--- src/hdl/snt_pkg.sv ---
// shared constants, types and note frequency table for the note tracker
package snt_pkg;

    localparam int NOTE_COUNT    = 96;
    localparam int CHANNEL_COUNT = 3;
    localparam int TABLE_LEN     = 96;
    localparam int NOTE_W        = 7;
    localparam int CNT_W         = $clog2(NOTE_COUNT + 1);
    localparam int CH_W          = 2;
    localparam int FREQ_W        = 16;
    localparam int WAVE_W        = 8;
    localparam int FACTOR_W      = 8;
    localparam int DIST_W        = FREQ_W + 1;
    localparam int DIV_STEPS     = FREQ_W;
    localparam int DIV_CNT_W     = $clog2(DIV_STEPS);
    localparam int GATE_BIT      = 0;

    localparam logic [WAVE_W-1:0]   SOUNDING_MIN = 8'h10;
    localparam logic [DIST_W-1:0]   DIST_START   = 17'h10000;
    localparam logic [FREQ_W-1:0]   FREQ_BEYOND  = 16'hFFFF;

    // per-channel state kept in the channel memory
    typedef struct packed {
        logic [NOTE_W-1:0] note;
        logic [FREQ_W-1:0] freq;
        logic [WAVE_W-1:0] wave;
    } chan_state_t;

    typedef struct packed {
        logic                start;
        logic [FREQ_W-1:0]   dividend;
        logic [FACTOR_W-1:0] divisor;
    } div_req_t;

    typedef struct packed {
        logic              busy;
        logic              done;
        logic [FREQ_W-1:0] quotient;
    } div_rsp_t;

    localparam logic [FREQ_W-1:0] NOTE_FREQ [TABLE_LEN] = '{
        16'h0117, 16'h0127, 16'h0139, 16'h014b, 16'h015f, 16'h0174,
        16'h018a, 16'h01a1, 16'h01ba, 16'h01d4, 16'h01f0, 16'h020e,
        16'h022d, 16'h024e, 16'h0271, 16'h0296, 16'h02be, 16'h02e8,
        16'h0314, 16'h0343, 16'h0374, 16'h03a9, 16'h03e1, 16'h041c,
        16'h045a, 16'h049c, 16'h04e2, 16'h052d, 16'h057c, 16'h05cf,
        16'h0628, 16'h0685, 16'h06e8, 16'h0752, 16'h07c1, 16'h0837,
        16'h08b4, 16'h0939, 16'h09c5, 16'h0a5a, 16'h0af7, 16'h0b9e,
        16'h0c4f, 16'h0d0a, 16'h0dd1, 16'h0ea3, 16'h0f82, 16'h106e,
        16'h1168, 16'h1271, 16'h138a, 16'h14b3, 16'h15ee, 16'h173c,
        16'h189e, 16'h1a15, 16'h1ba2, 16'h1d46, 16'h1f04, 16'h20dc,
        16'h22d0, 16'h24e2, 16'h2714, 16'h2967, 16'h2bdd, 16'h2e79,
        16'h313c, 16'h3429, 16'h3744, 16'h3a8d, 16'h3e08, 16'h41b8,
        16'h45a1, 16'h49c5, 16'h4e28, 16'h52cd, 16'h57ba, 16'h5cf1,
        16'h6278, 16'h6853, 16'h6e87, 16'h751a, 16'h7c10, 16'h8371,
        16'h8b42, 16'h9389, 16'h9c4f, 16'ha59b, 16'haf74, 16'hb9e2,
        16'hc4f0, 16'hd0a6, 16'hdd0e, 16'hea33, 16'hf820, 16'hffff
    };

    // entries past the end of the table read as the top frequency
    function automatic logic [FREQ_W-1:0] note_freq(input logic [NOTE_W-1:0] idx);
        logic [FREQ_W-1:0] val;
        val = FREQ_BEYOND;
        if (int'(idx) < TABLE_LEN)
        begin
            val = NOTE_FREQ[idx];
        end
        return val;
    endfunction

endpackage

--- src/hdl/snt_state_ram.sv ---
// per-channel state memory, registered read, valid bits for reset
module snt_state_ram
    import snt_pkg::*;
(
    input  logic            clk,
    input  logic            rst_n,
    input  logic            rd_en,
    input  logic [CH_W-1:0] rd_addr,
    output chan_state_t     rd_data,
    input  logic            wr_en,
    input  logic [CH_W-1:0] wr_addr,
    input  chan_state_t     wr_data
);

    chan_state_t mem_reg [CHANNEL_COUNT];
    logic [CHANNEL_COUNT-1:0] valid_reg;
    chan_state_t rd_data_reg;
    logic        rd_valid_reg;

    always_ff @(posedge clk)
    begin
        if (wr_en)
        begin
            mem_reg[wr_addr] <= wr_data;
        end
        if (rd_en)
        begin
            rd_data_reg <= mem_reg[rd_addr];
        end
    end

    always_ff @(posedge clk or negedge rst_n)
    begin
        if (!rst_n)
        begin
            valid_reg    <= '0;
            rd_valid_reg <= 1'b0;
        end
        else
        begin
            if (wr_en)
            begin
                valid_reg[wr_addr] <= 1'b1;
            end
            if (rd_en)
            begin
                rd_valid_reg <= valid_reg[rd_addr];
            end
        end
    end

    // never-written entries read as the reset value
    assign rd_data = rd_valid_reg ? rd_data_reg : '0;

endmodule

--- src/hdl/snt_div.sv ---
// iterative restoring divider, one quotient bit per cycle
module snt_div
    import snt_pkg::*;
(
    input  logic     clk,
    input  logic     rst_n,
    input  div_req_t req,
    output div_rsp_t rsp
);

    logic                 busy_reg;
    logic                 done_reg;
    logic [DIV_CNT_W-1:0] cnt_reg;
    logic [FACTOR_W:0]    rem_reg;
    logic [FREQ_W-1:0]    quo_reg;
    logic [FACTOR_W-1:0]  div_reg;

    logic [FACTOR_W:0] rem_sh;
    logic              ge;

    assign rem_sh = {rem_reg[FACTOR_W-1:0], quo_reg[FREQ_W-1]};
    assign ge     = rem_sh >= {1'b0, div_reg};

    always_ff @(posedge clk or negedge rst_n)
    begin
        if (!rst_n)
        begin
            busy_reg <= 1'b0;
            done_reg <= 1'b0;
            cnt_reg  <= '0;
        end
        else
        begin
            done_reg <= 1'b0;
            if (req.start)
            begin
                busy_reg <= 1'b1;
                cnt_reg  <= '0;
            end
            else if (busy_reg)
            begin
                cnt_reg <= cnt_reg + 1'b1;
                if (cnt_reg == DIV_CNT_W'(DIV_STEPS - 1))
                begin
                    busy_reg <= 1'b0;
                    done_reg <= 1'b1;
                end
            end
        end
    end

    always_ff @(posedge clk)
    begin
        if (req.start)
        begin
            rem_reg <= '0;
            quo_reg <= req.dividend;
            div_reg <= req.divisor;
        end
        else if (busy_reg)
        begin
            rem_reg <= ge ? (rem_sh - {1'b0, div_reg}) : rem_sh;
            quo_reg <= {quo_reg[FREQ_W-2:0], ge};
        end
    end

    assign rsp.busy     = busy_reg;
    assign rsp.done     = done_reg;
    assign rsp.quotient = quo_reg;

endmodule

--- src/hdl/sticky_nearest_note_tracker_top.sv ---
// sticky nearest-note tracker: per-channel state memory, table scan and divider
//
//  channel | direction | handshake          | payload
//  --------+-----------+--------------------+--------------------------------------------
//  in      | to block  | in_valid/in_stall  | channel, osc_freq, wave_ctrl, first_frame
//  out     | from block| out_valid/out_stall| out_channel, note, note_changed, retrigger,
//          |           |                    | freq_delta, searched
//  cfg     | to block  | cfg_wr_en          | cfg_wr_data (old_note_factor)
//
// no search: the item passes S_EVAL and S_FIN into the result register, then S_IDLE takes the next
// search: one table entry a cycle in S_SCAN, the walk paused in S_DIV while the bit-serial
// divider divides the distance when the previous note wins during the walk
// one item in work at a time; a finished item waits while a result is stalled in the
// output register, and the next transfer comes the cycle after it is stored
// reset clears control state, channel memory valid bits and sets the factor to 1
module sticky_nearest_note_tracker_top
    import snt_pkg::*;
(
    input  logic                     clk,
    input  logic                     rst_n,
    // configuration
    input  logic                     cfg_wr_en,
    input  logic [FACTOR_W-1:0]      cfg_wr_data,
    // input channel
    input  logic                     in_valid,
    output logic                     in_stall,
    input  logic [CH_W-1:0]          channel,
    input  logic [FREQ_W-1:0]        osc_freq,
    input  logic [WAVE_W-1:0]        wave_ctrl,
    input  logic                     first_frame,
    // output channel
    output logic                     out_valid,
    input  logic                     out_stall,
    output logic [CH_W-1:0]          out_channel,
    output logic [NOTE_W-1:0]        note,
    output logic                     note_changed,
    output logic                     retrigger,
    output logic signed [DIST_W-1:0] freq_delta,
    output logic                     searched
);

    typedef enum logic [4:0] {
        S_IDLE = 5'b00001,
        S_EVAL = 5'b00010,
        S_SCAN = 5'b00100,
        S_DIV  = 5'b01000,
        S_FIN  = 5'b10000
    } state_t;

    state_t state_reg, state_next;

    // latched input transfer
    logic [CH_W-1:0]     ch_reg;
    logic [FREQ_W-1:0]   freq_reg;
    logic [WAVE_W-1:0]   wave_reg;
    logic                first_reg;
    logic                in_range_reg;

    // working values of the current item
    logic [NOTE_W-1:0]   note_reg;
    logic [NOTE_W-1:0]   old_note_reg;
    logic                has_old_reg;
    logic                retrig_reg;
    logic                search_reg;
    logic [DIST_W-1:0]   delta_reg;
    logic [DIST_W-1:0]   dist_reg;
    logic [CNT_W-1:0]    cnt_reg;

    logic [FACTOR_W-1:0] factor_reg;

    // result register
    logic                out_valid_reg;
    logic [CH_W-1:0]     out_channel_reg;
    logic [NOTE_W-1:0]   out_note_reg;
    logic                out_changed_reg;
    logic                out_retrig_reg;
    logic [DIST_W-1:0]   out_delta_reg;
    logic                out_search_reg;

    chan_state_t prev_state;
    chan_state_t wr_state;
    div_req_t    div_req;
    div_rsp_t    div_rsp;

    logic                in_xfer;
    logic                out_free;
    logic                ram_wr_en;
    logic                sounding;
    logic                retrig_c;
    logic                search_c;
    logic [DIST_W-1:0]   delta_c;
    logic [NOTE_W-1:0]   idx;
    logic [FREQ_W-1:0]   cmp_freq;
    logic [FREQ_W-1:0]   diff;
    logic                win;
    logic                hit_old;
    logic [CNT_W-1:0]    cnt_inc;
    logic                scan_end;
    logic [FACTOR_W-1:0] factor_eff;

    // handshakes: busy from transfer until the result is stored
    assign in_stall = (state_reg != S_IDLE);
    assign in_xfer  = in_valid && !in_stall;
    assign out_free = !out_valid_reg || !out_stall;

    // channel memory: read on transfer, written back when the result is stored
    assign ram_wr_en = (state_reg == S_FIN) && out_free && in_range_reg;
    assign wr_state  = '{note: note_reg, freq: freq_reg, wave: wave_reg};

    snt_state_ram u_ram (
        .clk     (clk),
        .rst_n   (rst_n),
        .rd_en   (in_xfer && (int'(channel) < CHANNEL_COUNT)),
        .rd_addr (channel),
        .rd_data (prev_state),
        .wr_en   (ram_wr_en),
        .wr_addr (ch_reg),
        .wr_data (wr_state)
    );

    // evaluation of the stored channel state
    assign sounding = wave_reg >= SOUNDING_MIN;
    assign retrig_c = sounding && wave_reg[GATE_BIT] &&
                      (!prev_state.wave[GATE_BIT] || (prev_state.wave < SOUNDING_MIN));
    assign search_c = (first_reg || retrig_c || (freq_reg != prev_state.freq)) && sounding;
    assign delta_c  = {1'b0, freq_reg} - {1'b0, prev_state.freq};

    // one table entry per scan cycle, strictly nearer wins
    assign idx      = cnt_reg[NOTE_W-1:0];
    assign cmp_freq = note_freq(idx);
    assign diff     = (freq_reg >= cmp_freq) ? (freq_reg - cmp_freq) : (cmp_freq - freq_reg);
    assign win      = {1'b0, diff} < dist_reg;
    assign hit_old  = has_old_reg && (idx == old_note_reg);
    assign cnt_inc  = cnt_reg + 1'b1;
    assign scan_end = (cnt_inc == CNT_W'(NOTE_COUNT));

    // a zero factor acts as one
    assign factor_eff = (factor_reg == '0) ? FACTOR_W'(1) : factor_reg;

    // previous note winning: its distance is divided by the factor before going on
    assign div_req.start    = (state_reg == S_SCAN) && win && hit_old;
    assign div_req.dividend = diff;
    assign div_req.divisor  = factor_eff;

    snt_div u_div (
        .clk   (clk),
        .rst_n (rst_n),
        .req   (div_req),
        .rsp   (div_rsp)
    );

    always_comb
    begin
        state_next = state_reg;
        unique case (state_reg)
            S_IDLE:
            begin
                if (in_xfer)
                begin
                    state_next = S_EVAL;
                end
            end
            S_EVAL:
            begin
                if (in_range_reg && search_c)
                begin
                    state_next = S_SCAN;
                end
                else
                begin
                    state_next = S_FIN;
                end
            end
            S_SCAN:
            begin
                if (win && hit_old)
                begin
                    state_next = S_DIV;
                end
                else if (scan_end)
                begin
                    state_next = S_FIN;
                end
            end
            S_DIV:
            begin
                if (div_rsp.done)
                begin
                    state_next = (cnt_reg == CNT_W'(NOTE_COUNT)) ? S_FIN : S_SCAN;
                end
            end
            S_FIN:
            begin
                if (out_free)
                begin
                    state_next = S_IDLE;
                end
            end
            default:
            begin
                state_next = S_IDLE;
            end
        endcase
    end

    // control state
    always_ff @(posedge clk or negedge rst_n)
    begin
        if (!rst_n)
        begin
            state_reg     <= S_IDLE;
            out_valid_reg <= 1'b0;
            factor_reg    <= FACTOR_W'(1);
        end
        else
        begin
            state_reg <= state_next;
            if (cfg_wr_en)
            begin
                factor_reg <= cfg_wr_data;
            end
            if ((state_reg == S_FIN) && out_free)
            begin
                out_valid_reg <= 1'b1;
            end
            else if (!out_stall)
            begin
                out_valid_reg <= 1'b0;
            end
        end
    end

    // datapath
    always_ff @(posedge clk)
    begin
        if (in_xfer)
        begin
            ch_reg       <= channel;
            freq_reg     <= osc_freq;
            wave_reg     <= wave_ctrl;
            first_reg    <= first_frame;
            in_range_reg <= int'(channel) < CHANNEL_COUNT;
        end

        if (state_reg == S_EVAL)
        begin
            note_reg     <= prev_state.note;
            old_note_reg <= prev_state.note;
            has_old_reg  <= !retrig_c;
            retrig_reg   <= retrig_c;
            search_reg   <= search_c;
            delta_reg    <= delta_c;
            dist_reg     <= DIST_START;
            cnt_reg      <= '0;
        end

        if (state_reg == S_SCAN)
        begin
            if (win)
            begin
                dist_reg <= {1'b0, diff};
                note_reg <= idx;
            end
            cnt_reg <= cnt_inc;
        end

        if ((state_reg == S_DIV) && div_rsp.done)
        begin
            dist_reg <= {1'b0, div_rsp.quotient};
        end

        if ((state_reg == S_FIN) && out_free)
        begin
            out_channel_reg <= ch_reg;
            if (in_range_reg)
            begin
                out_note_reg    <= note_reg;
                out_changed_reg <= search_reg && (retrig_reg || (note_reg != old_note_reg));
                out_retrig_reg  <= retrig_reg;
                out_delta_reg   <= delta_reg;
                out_search_reg  <= search_reg;
            end
            else
            begin
                // unused channel: echo only the channel number
                out_note_reg    <= '0;
                out_changed_reg <= 1'b0;
                out_retrig_reg  <= 1'b0;
                out_delta_reg   <= '0;
                out_search_reg  <= 1'b0;
            end
        end
    end

    assign out_valid    = out_valid_reg;
    assign out_channel  = out_channel_reg;
    assign note         = out_note_reg;
    assign note_changed = out_changed_reg;
    assign retrigger    = out_retrig_reg;
    assign freq_delta   = out_delta_reg;
    assign searched     = out_search_reg;

endmodule

--- config.mk ---
export PLATFORM = sky130hd
export DESIGN_NAME = sticky_nearest_note_tracker_top
export DESIGN_NICKNAME = d
export VERILOG_FILES = /design/src/hdl/snt_pkg.sv /design/src/hdl/snt_state_ram.sv /design/src/hdl/snt_div.sv /design/src/hdl/sticky_nearest_note_tracker_top.sv
export SDC_FILE = /design/constraint.sdc
export NUM_CORES = 1
export LEC_CHECK = 0
export ABC_AREA = 1
export BUFFER_PORTS_ARGS = -buffer_cell sky130_fd_sc_hd__buf_2
export CAP_MARGIN = 20
export CORE_MARGIN = 2
export CORE_UTILIZATION = 30
export DETAILED_ROUTE_END_ITERATION = 10
export SLEW_MARGIN = 10
export SYNTH_ARGS = -nofsm -noshare
export SYNTH_HDL_FRONTEND = slang
export SYNTH_SLANG_ARGS = --single-unit
--- constraint.sdc ---
create_clock -name clk -period 7.5 [get_ports clk]
set_input_delay 1.875 -clock clk [delete_from_list [all_inputs] [get_ports clk]]
set_output_delay 1.875 -clock clk [all_outputs]
set_load 0.05 [all_outputs]
## Yosys cells after proc, flatten, opt, wreduce, memory -nomap -nowiden

Memories as Yosys holds them, arrays and structs flattened. A register that Yosys moved wholly into a read port is not among the register bits.
Cells that the tools add are included.

- $add $sub $neg: 6
- Multipliers: 0
- Divide/modulo/power cells: 0
- Order comparisons: 11
- Equal/unequal tests: 17
- Shift-type cells: 0
- Multiplexer cells: 41
- Bitwise logic cells: 2
- Reductions and logical operators: 29

Operator list:

| cell | number |
|---|---|
| 2-to-1 mux 16 bit | 7 |
| 2-to-1 mux 17 bit | 3 |
| 2-to-1 mux 5 bit | 7 |
| 2-to-1 mux 7 bit | 5 |
| subtractor 16 bit | 2 |
| 2-to-1 mux 31 bit | 1 |
| case mux 5 bit (5 select lines) | 1 |
| < comparator 16 x 17 -> 1 bit | 1 |
| subtractor 16 x 16 -> 17 bit | 1 |
| >= comparator 16 bit | 1 |
| != test 16 bit | 1 |
| logical AND 1 bit | 15 |
| == test 7 bit, second input constant | 2 |
| 2-to-1 mux 1 bit | 12 |
| >= comparator 9 x 8 -> 1 bit | 1 |
| >= comparator 8 x 5 -> 1 bit, second input constant | 1 |
| >= comparator 8 bit, second input constant | 1 |
| zero test 8 bit | 1 |
| < comparator 8 x 5 -> 1 bit, second input constant | 1 |
| 2-to-1 mux 4 bit | 2 |
| 2-to-1 mux 8 bit | 1 |
| NOT 7 -> 8 bit | 1 |
| subtractor 8 bit | 1 |
| adder 7 x 1 -> 7 bit, second input constant | 1 |
| other kinds (24) | 36 |

- Flip-flop bits (word level): 171
- Latch bits: 0
- Memory bits (writable): 93
- Bits in read-only memories: 2048
- Output and inout port bits: 31
- Word-level logic and storage cells: 139
- Memories: 2

Memory list:

| memory | depth | width | read ports | clocked after memory_dff | write ports | line | text |
|---|---|---|---|---|---|---|---|
| (no name shown) | 128 | 16 | 1 | 0 | 0 | snt_pkg.sv:66 | `val = NOTE_FREQ[idx];` |
| u_ram.mem_reg | 3 | 31 | 1 | 1 | 1 | snt_state_ram.sv:15 | `chan_state_t mem_reg [CHANNEL_COUNT];` |

## Longest topological paths before layout

- Depth after elaboration: 11
- Depth in mapped cells: 39
- Depth with buffers taken out: 37

## By module

From an unflattened synthesis, not the netlist that was laid out.

- Cells, all modules: 1979
- Area total of the unflattened synthesis: 17013.8 um^2

Modules (own cells, without submodules):

| module | times used | cells each | area an instance (um^2) | seq. area each (um^2) |
|---|---|---|---|---|
| sticky_nearest_note_tracker_top | 1 | 1379 | 10112.2 | 3565.9 |
| snt_state_ram | 1 | 353 | 4838.4 | 3823.7 |
| snt_div | 1 | 247 | 2063.2 | 1031.0 |

## Worst setup path before layout

OpenSTA, ideal clock, no wires.

- Path kind: flip-flop to flip-flop
- Start: reg cnt_reg[0]
- End: reg u_div.quo_reg[0] (enable)
- Library setup time: 0.372 ns
- Arrival: 5.031 ns
- Data required time: 7.128 ns
- Setup slack: 2.097 ns
- Cell stages (with the launch flop): 33
- Buffers on the path: 3
- Cell sequence: edfxtp_1 -> buf_4 -> inv_1 -> ha_1 -> inv_1 -> nand2_1 -> nand2_1 -> o21ai_0 -> nand3_1 -> nand3_1 -> a21oi_1 -> inv_1 -> ha_1 -> fa_1 -> o21ai_2 -> nand2_1 -> nand3_2 -> nand2_2 -> nand2_4 -> buf_6 -> nand2_1 -> and2_1 -> ha_1 -> a21oi_1 -> nor2_1 -> nor2_1 -> nor2_1 -> nor2_1 -> nand3_4 -> inv_2 -> nand2_2 -> buf_2 -> nand2_1

- Longest elaborated chain between the ends: 11
- Elaborated cells between the ends (all ways): 16
- Classes of those cells: add/sub: 2; order compare: 3; eq/ne: 1; mux: 4; bitwise: 1; reduce/logical: 4; memory: 1

Ends and longest elaborated chain:

| item | line | text |
|---|---|---|
| start, declared | sticky_nearest_note_tracker_top.sv:67 | `logic [CNT_W-1:0] cnt_reg;` |
| start signal, assigned | sticky_nearest_note_tracker_top.sv:264 | `cnt_reg <= cnt_inc;` |
| NOT 7 -> 8 bit (not written as such) | snt_pkg.sv:66 |  |
| memory read (128 x 16 bit) | -- |  |
| 2-to-1 mux 16 bit (not written as such) (2 in a row) | snt_pkg.sv:66 |  |
| 2-to-1 mux 16 bit | snt_pkg.sv:64 | `if (int'(idx) < TABLE_LEN)` |
| subtractor 16 bit or >= comparator 16 bit (tied branches) | sticky_nearest_note_tracker_top.sv:131 | `assign diff = (freq_reg >= cmp_freq) ? (freq_reg - cmp_freq) : (cmp_freq - freq_reg);` |
| 2-to-1 mux 16 bit | sticky_nearest_note_tracker_top.sv:131 |  |
| < comparator 16 x 17 -> 1 bit | sticky_nearest_note_tracker_top.sv:132 | `assign win = {1'b0, diff} < dist_reg;` |
| logical AND 1 bit | sticky_nearest_note_tracker_top.sv:141 | `assign div_req.start = (state_reg == S_SCAN) && win && hit_old;` |
| logical AND 1 bit * | sticky_nearest_note_tracker_top.sv:141 |  |
| nonzero test 2 bit (no source line) * | -- |  |
| end signal, assigned | snt_div.sv:57 | `quo_reg <= req.dividend;` |
| end signal, assigned | snt_div.sv:63 | `quo_reg <= {quo_reg[FREQ_W-2:0], ge};` |
| end, declared | snt_div.sv:15 | `logic [FREQ_W-1:0] quo_reg;` |

Every way passes the cells marked *; elsewhere a longest branch is shown, timed or not. The select of a mux whose other input is x is not followed.
A chain may end at the register's enable or synchronous reset.

==> reports/summary.txt <==
R2R depth: 29
Cts hold-fix bufs: 0
Clock latency on the worst-skew pair: 0.58 ns
Nets@finish: 2,090
Total GRT Usage: 16.1%
Largest net degree at the start of global routing: 44
Share of cells above drive strength 1: 9.47%
Leakage power: 8.07 nW
Worst hold path class: reg2reg
Clock net sink count: 280
Cells after Synth: 1,902
Final setup fails: 0
Worst Max-Slew Pin Slew: 0.963 ns
Pwr Total: 7.71 mW
Fmax: 152 MHz
Crit path DAT: 6.92 ns
Post-synth ARST share: 8.57%
First DRT Iteration DRCs: 1,054
Critical Path RT: 7.82 ns
Core Area: 0.0529 mm²
First-pass GRT wire length: 71.4 mm
Min cycle time layout: 6.60 ns
Placed cell area: 0.0172 mm²
Worst Skew: 0.0167 ns
Synth warnings: 0
Inserted Clock Buffers: 31
Row Count: 84
Hold Crit Depth: 0
Max reg flops: 84
Crit Path Class: reg2reg
Synth Net Count: 2,031
Cell area after layout: 0.0182 mm²
Clock slew at reported path FFs: 0.06 ns
Hold violation total from the final report: 0
Minimum hold slack: 0.454 ns
Commonest non-fill, non-tap cell in the layout: nand2_1
Max Cap Violations: 0
# IOs: 71
Detailed Place HPWL: 32.7 mm
Most frequent cells in the layout: nand2_1 (547), inv_1 (238), edfxtp_1 (224)
Synthesis-to-layout area growth: 13.0%
Slew HR: 35.8%
Root buf cell: clkbuf_16
Final ANT Viol Nets: 0
Setup bufs post-CTS: 0
Drt first pass iters: 7
DRC violations left: 0
Unrepaired setup endpoints after global routing: no
Die H: 236 µm
Type of origin of the critical path: flip-flop
Post-synth top flop: edfxtp_1
Initial core utilization: 30.5%
EDFF count, synth: 224
PwrDens: 423 mW/mm²
Diodes inserted: 0
Slew Limit Fails: 0
Initial antenna violation count: 0
Die footprint: 0.0556 mm²
Vias in the first global route: 12,900
Die Span X: 236 µm
Slowest CP cell: edfxtp_1
Status: finished, final reports clean
Htree depth: 1
Routability congestion estimate from global placement: 0.914
Crit share post-route: 88.0%
Post-Syn Area: 0.0161 mm²
Resize count post-CTS: 0
Synth Register Bits: 280
Via count: 13,200
Most frequent CP cell: nand2_1
Largest stage delay, worst path: 0.67 ns
Drt wl/cell: 16.9 µm
Port Buffer Count: 67
Setup_tns: 0 ns
CTS tree: done
Synthesized area per cell: 8.47 µm²
Vias per cell: 4.93
Setup crit end kind: flip-flop
# fillers: 5,434
Maximum vdd drop: 195 µV
Clock Tree Buf Depth: 3
Reg2Reg Setup Slack: 0.90 ns
Total wire length: 45.2 mm
Gr ovfl total: 0
Core Util, Final: 34.5%
Distinct cells, synth: 64
CP max FO: 17
Sequential share of the synthesized area: 49.5%
-- cell usage after synthesis, drive strengths merged, types with 3 or more instances --
cell    instances  area (µm²)
nor3           10        71.3
dfxtp          32         641
o211ai          8        60.1
a21o            6        45.0
clkinv          3        11.3
a21boi          4        30.0
dfrtp          22         551
o311ai          4        35.0
nand3b          8        60.1
nand3         118         608
xnor2          10        87.6
clkbuf         37         139
nand2         557        2120
a22o            4        35.0
o21a            5        37.5
nand4          38         238
nor2          149         582
o221ai          3        26.3
inv           245         920
mux2            3        33.8
o21bai          5        37.5
buf            28         173
a31oi           3        18.8
xor2           23         201
and2            8        55.1
o21ai          89         468
fa              4        80.1
or2             5        33.8
o22ai           4        25.0
ha             85        1060
edfxtp        224        6730
a21oi         142         726
-- critical path, delay by kind of cell, from the launching register on --
family                   cells  cell delay, ns
adder cells (fa/ha/maj)      3            1.10
AO/OA/AOI/OAI                6            1.59
flip-flops                   1            0.67
buffers and inverters        4            0.60
AND/OR/NAND/NOR             16            2.39
-- layer usage --
layer / wire length (µm) / GRT usage [%]
met1: 21300 / 22.4
met2: 20900 / 26.5
met3: 2210 / 1.89
met4: 827 / 4.11
met5: 0 / 0
-- worst paths after layout --
kind / endpoint / startpoint
min: u_div.div_reg[2] / factor_reg[2]
min in group asynchronous: u_ram.valid_reg[1] / rst_n
max: u_div.quo_reg[0] / cnt_reg[1]
min reg2reg: u_div.div_reg[2] / factor_reg[2]
max reg2reg: u_div.quo_reg[0] / cnt_reg[1]
max in group asynchronous: factor_reg[6] / rst_n
-- final cells by class --
type | count | area, µm² | area share [%]
Clock buffer | 37 | 798 | 4.38
Clock inverter | 20 | 196 | 1.08
Inverter | 248 | 931 | 5.11
Multi-Input combinational cell | 1309 | 6920 | 38.0
Sequential cell | 280 | 7970 | 43.8
Tap cell | 688 | 861 | 4.73
Timing Repair Buffer | 91 | 536 | 2.94
-- power breakdown --
part / switching [mW] / internal [mW]
logic: 2.61 / 1.29
registers: 0.247 / 2.08
clock network: 0.621 / 0.865
-- through the flow --
stage / cells / setup slack, ns
2_1_floorplan: 1902 / 2.10
3_3_place_gp: 2615 / 1.08
3_5_place_dp: 2616 / 1.02
4_1_cts: 2673 / 0.988
5_1_grt: 2673 / 0.425
6_report: 2673 / 0.900
-- kinds of logic (layout without fill, tap and decap cells) --
family,Yosys count,count (layout),synth area share (%)
compound gates,287,287,10.1
xor+xnor,33,33,1.79
simple gates,897,897,23.6
fa+ha+maj,89,89,7.10
mux,3,3,0.210
buf+inv,313,396,7.71
flops,280,280,49.5
Note: power is estimated with default switching activity, not from simulation.
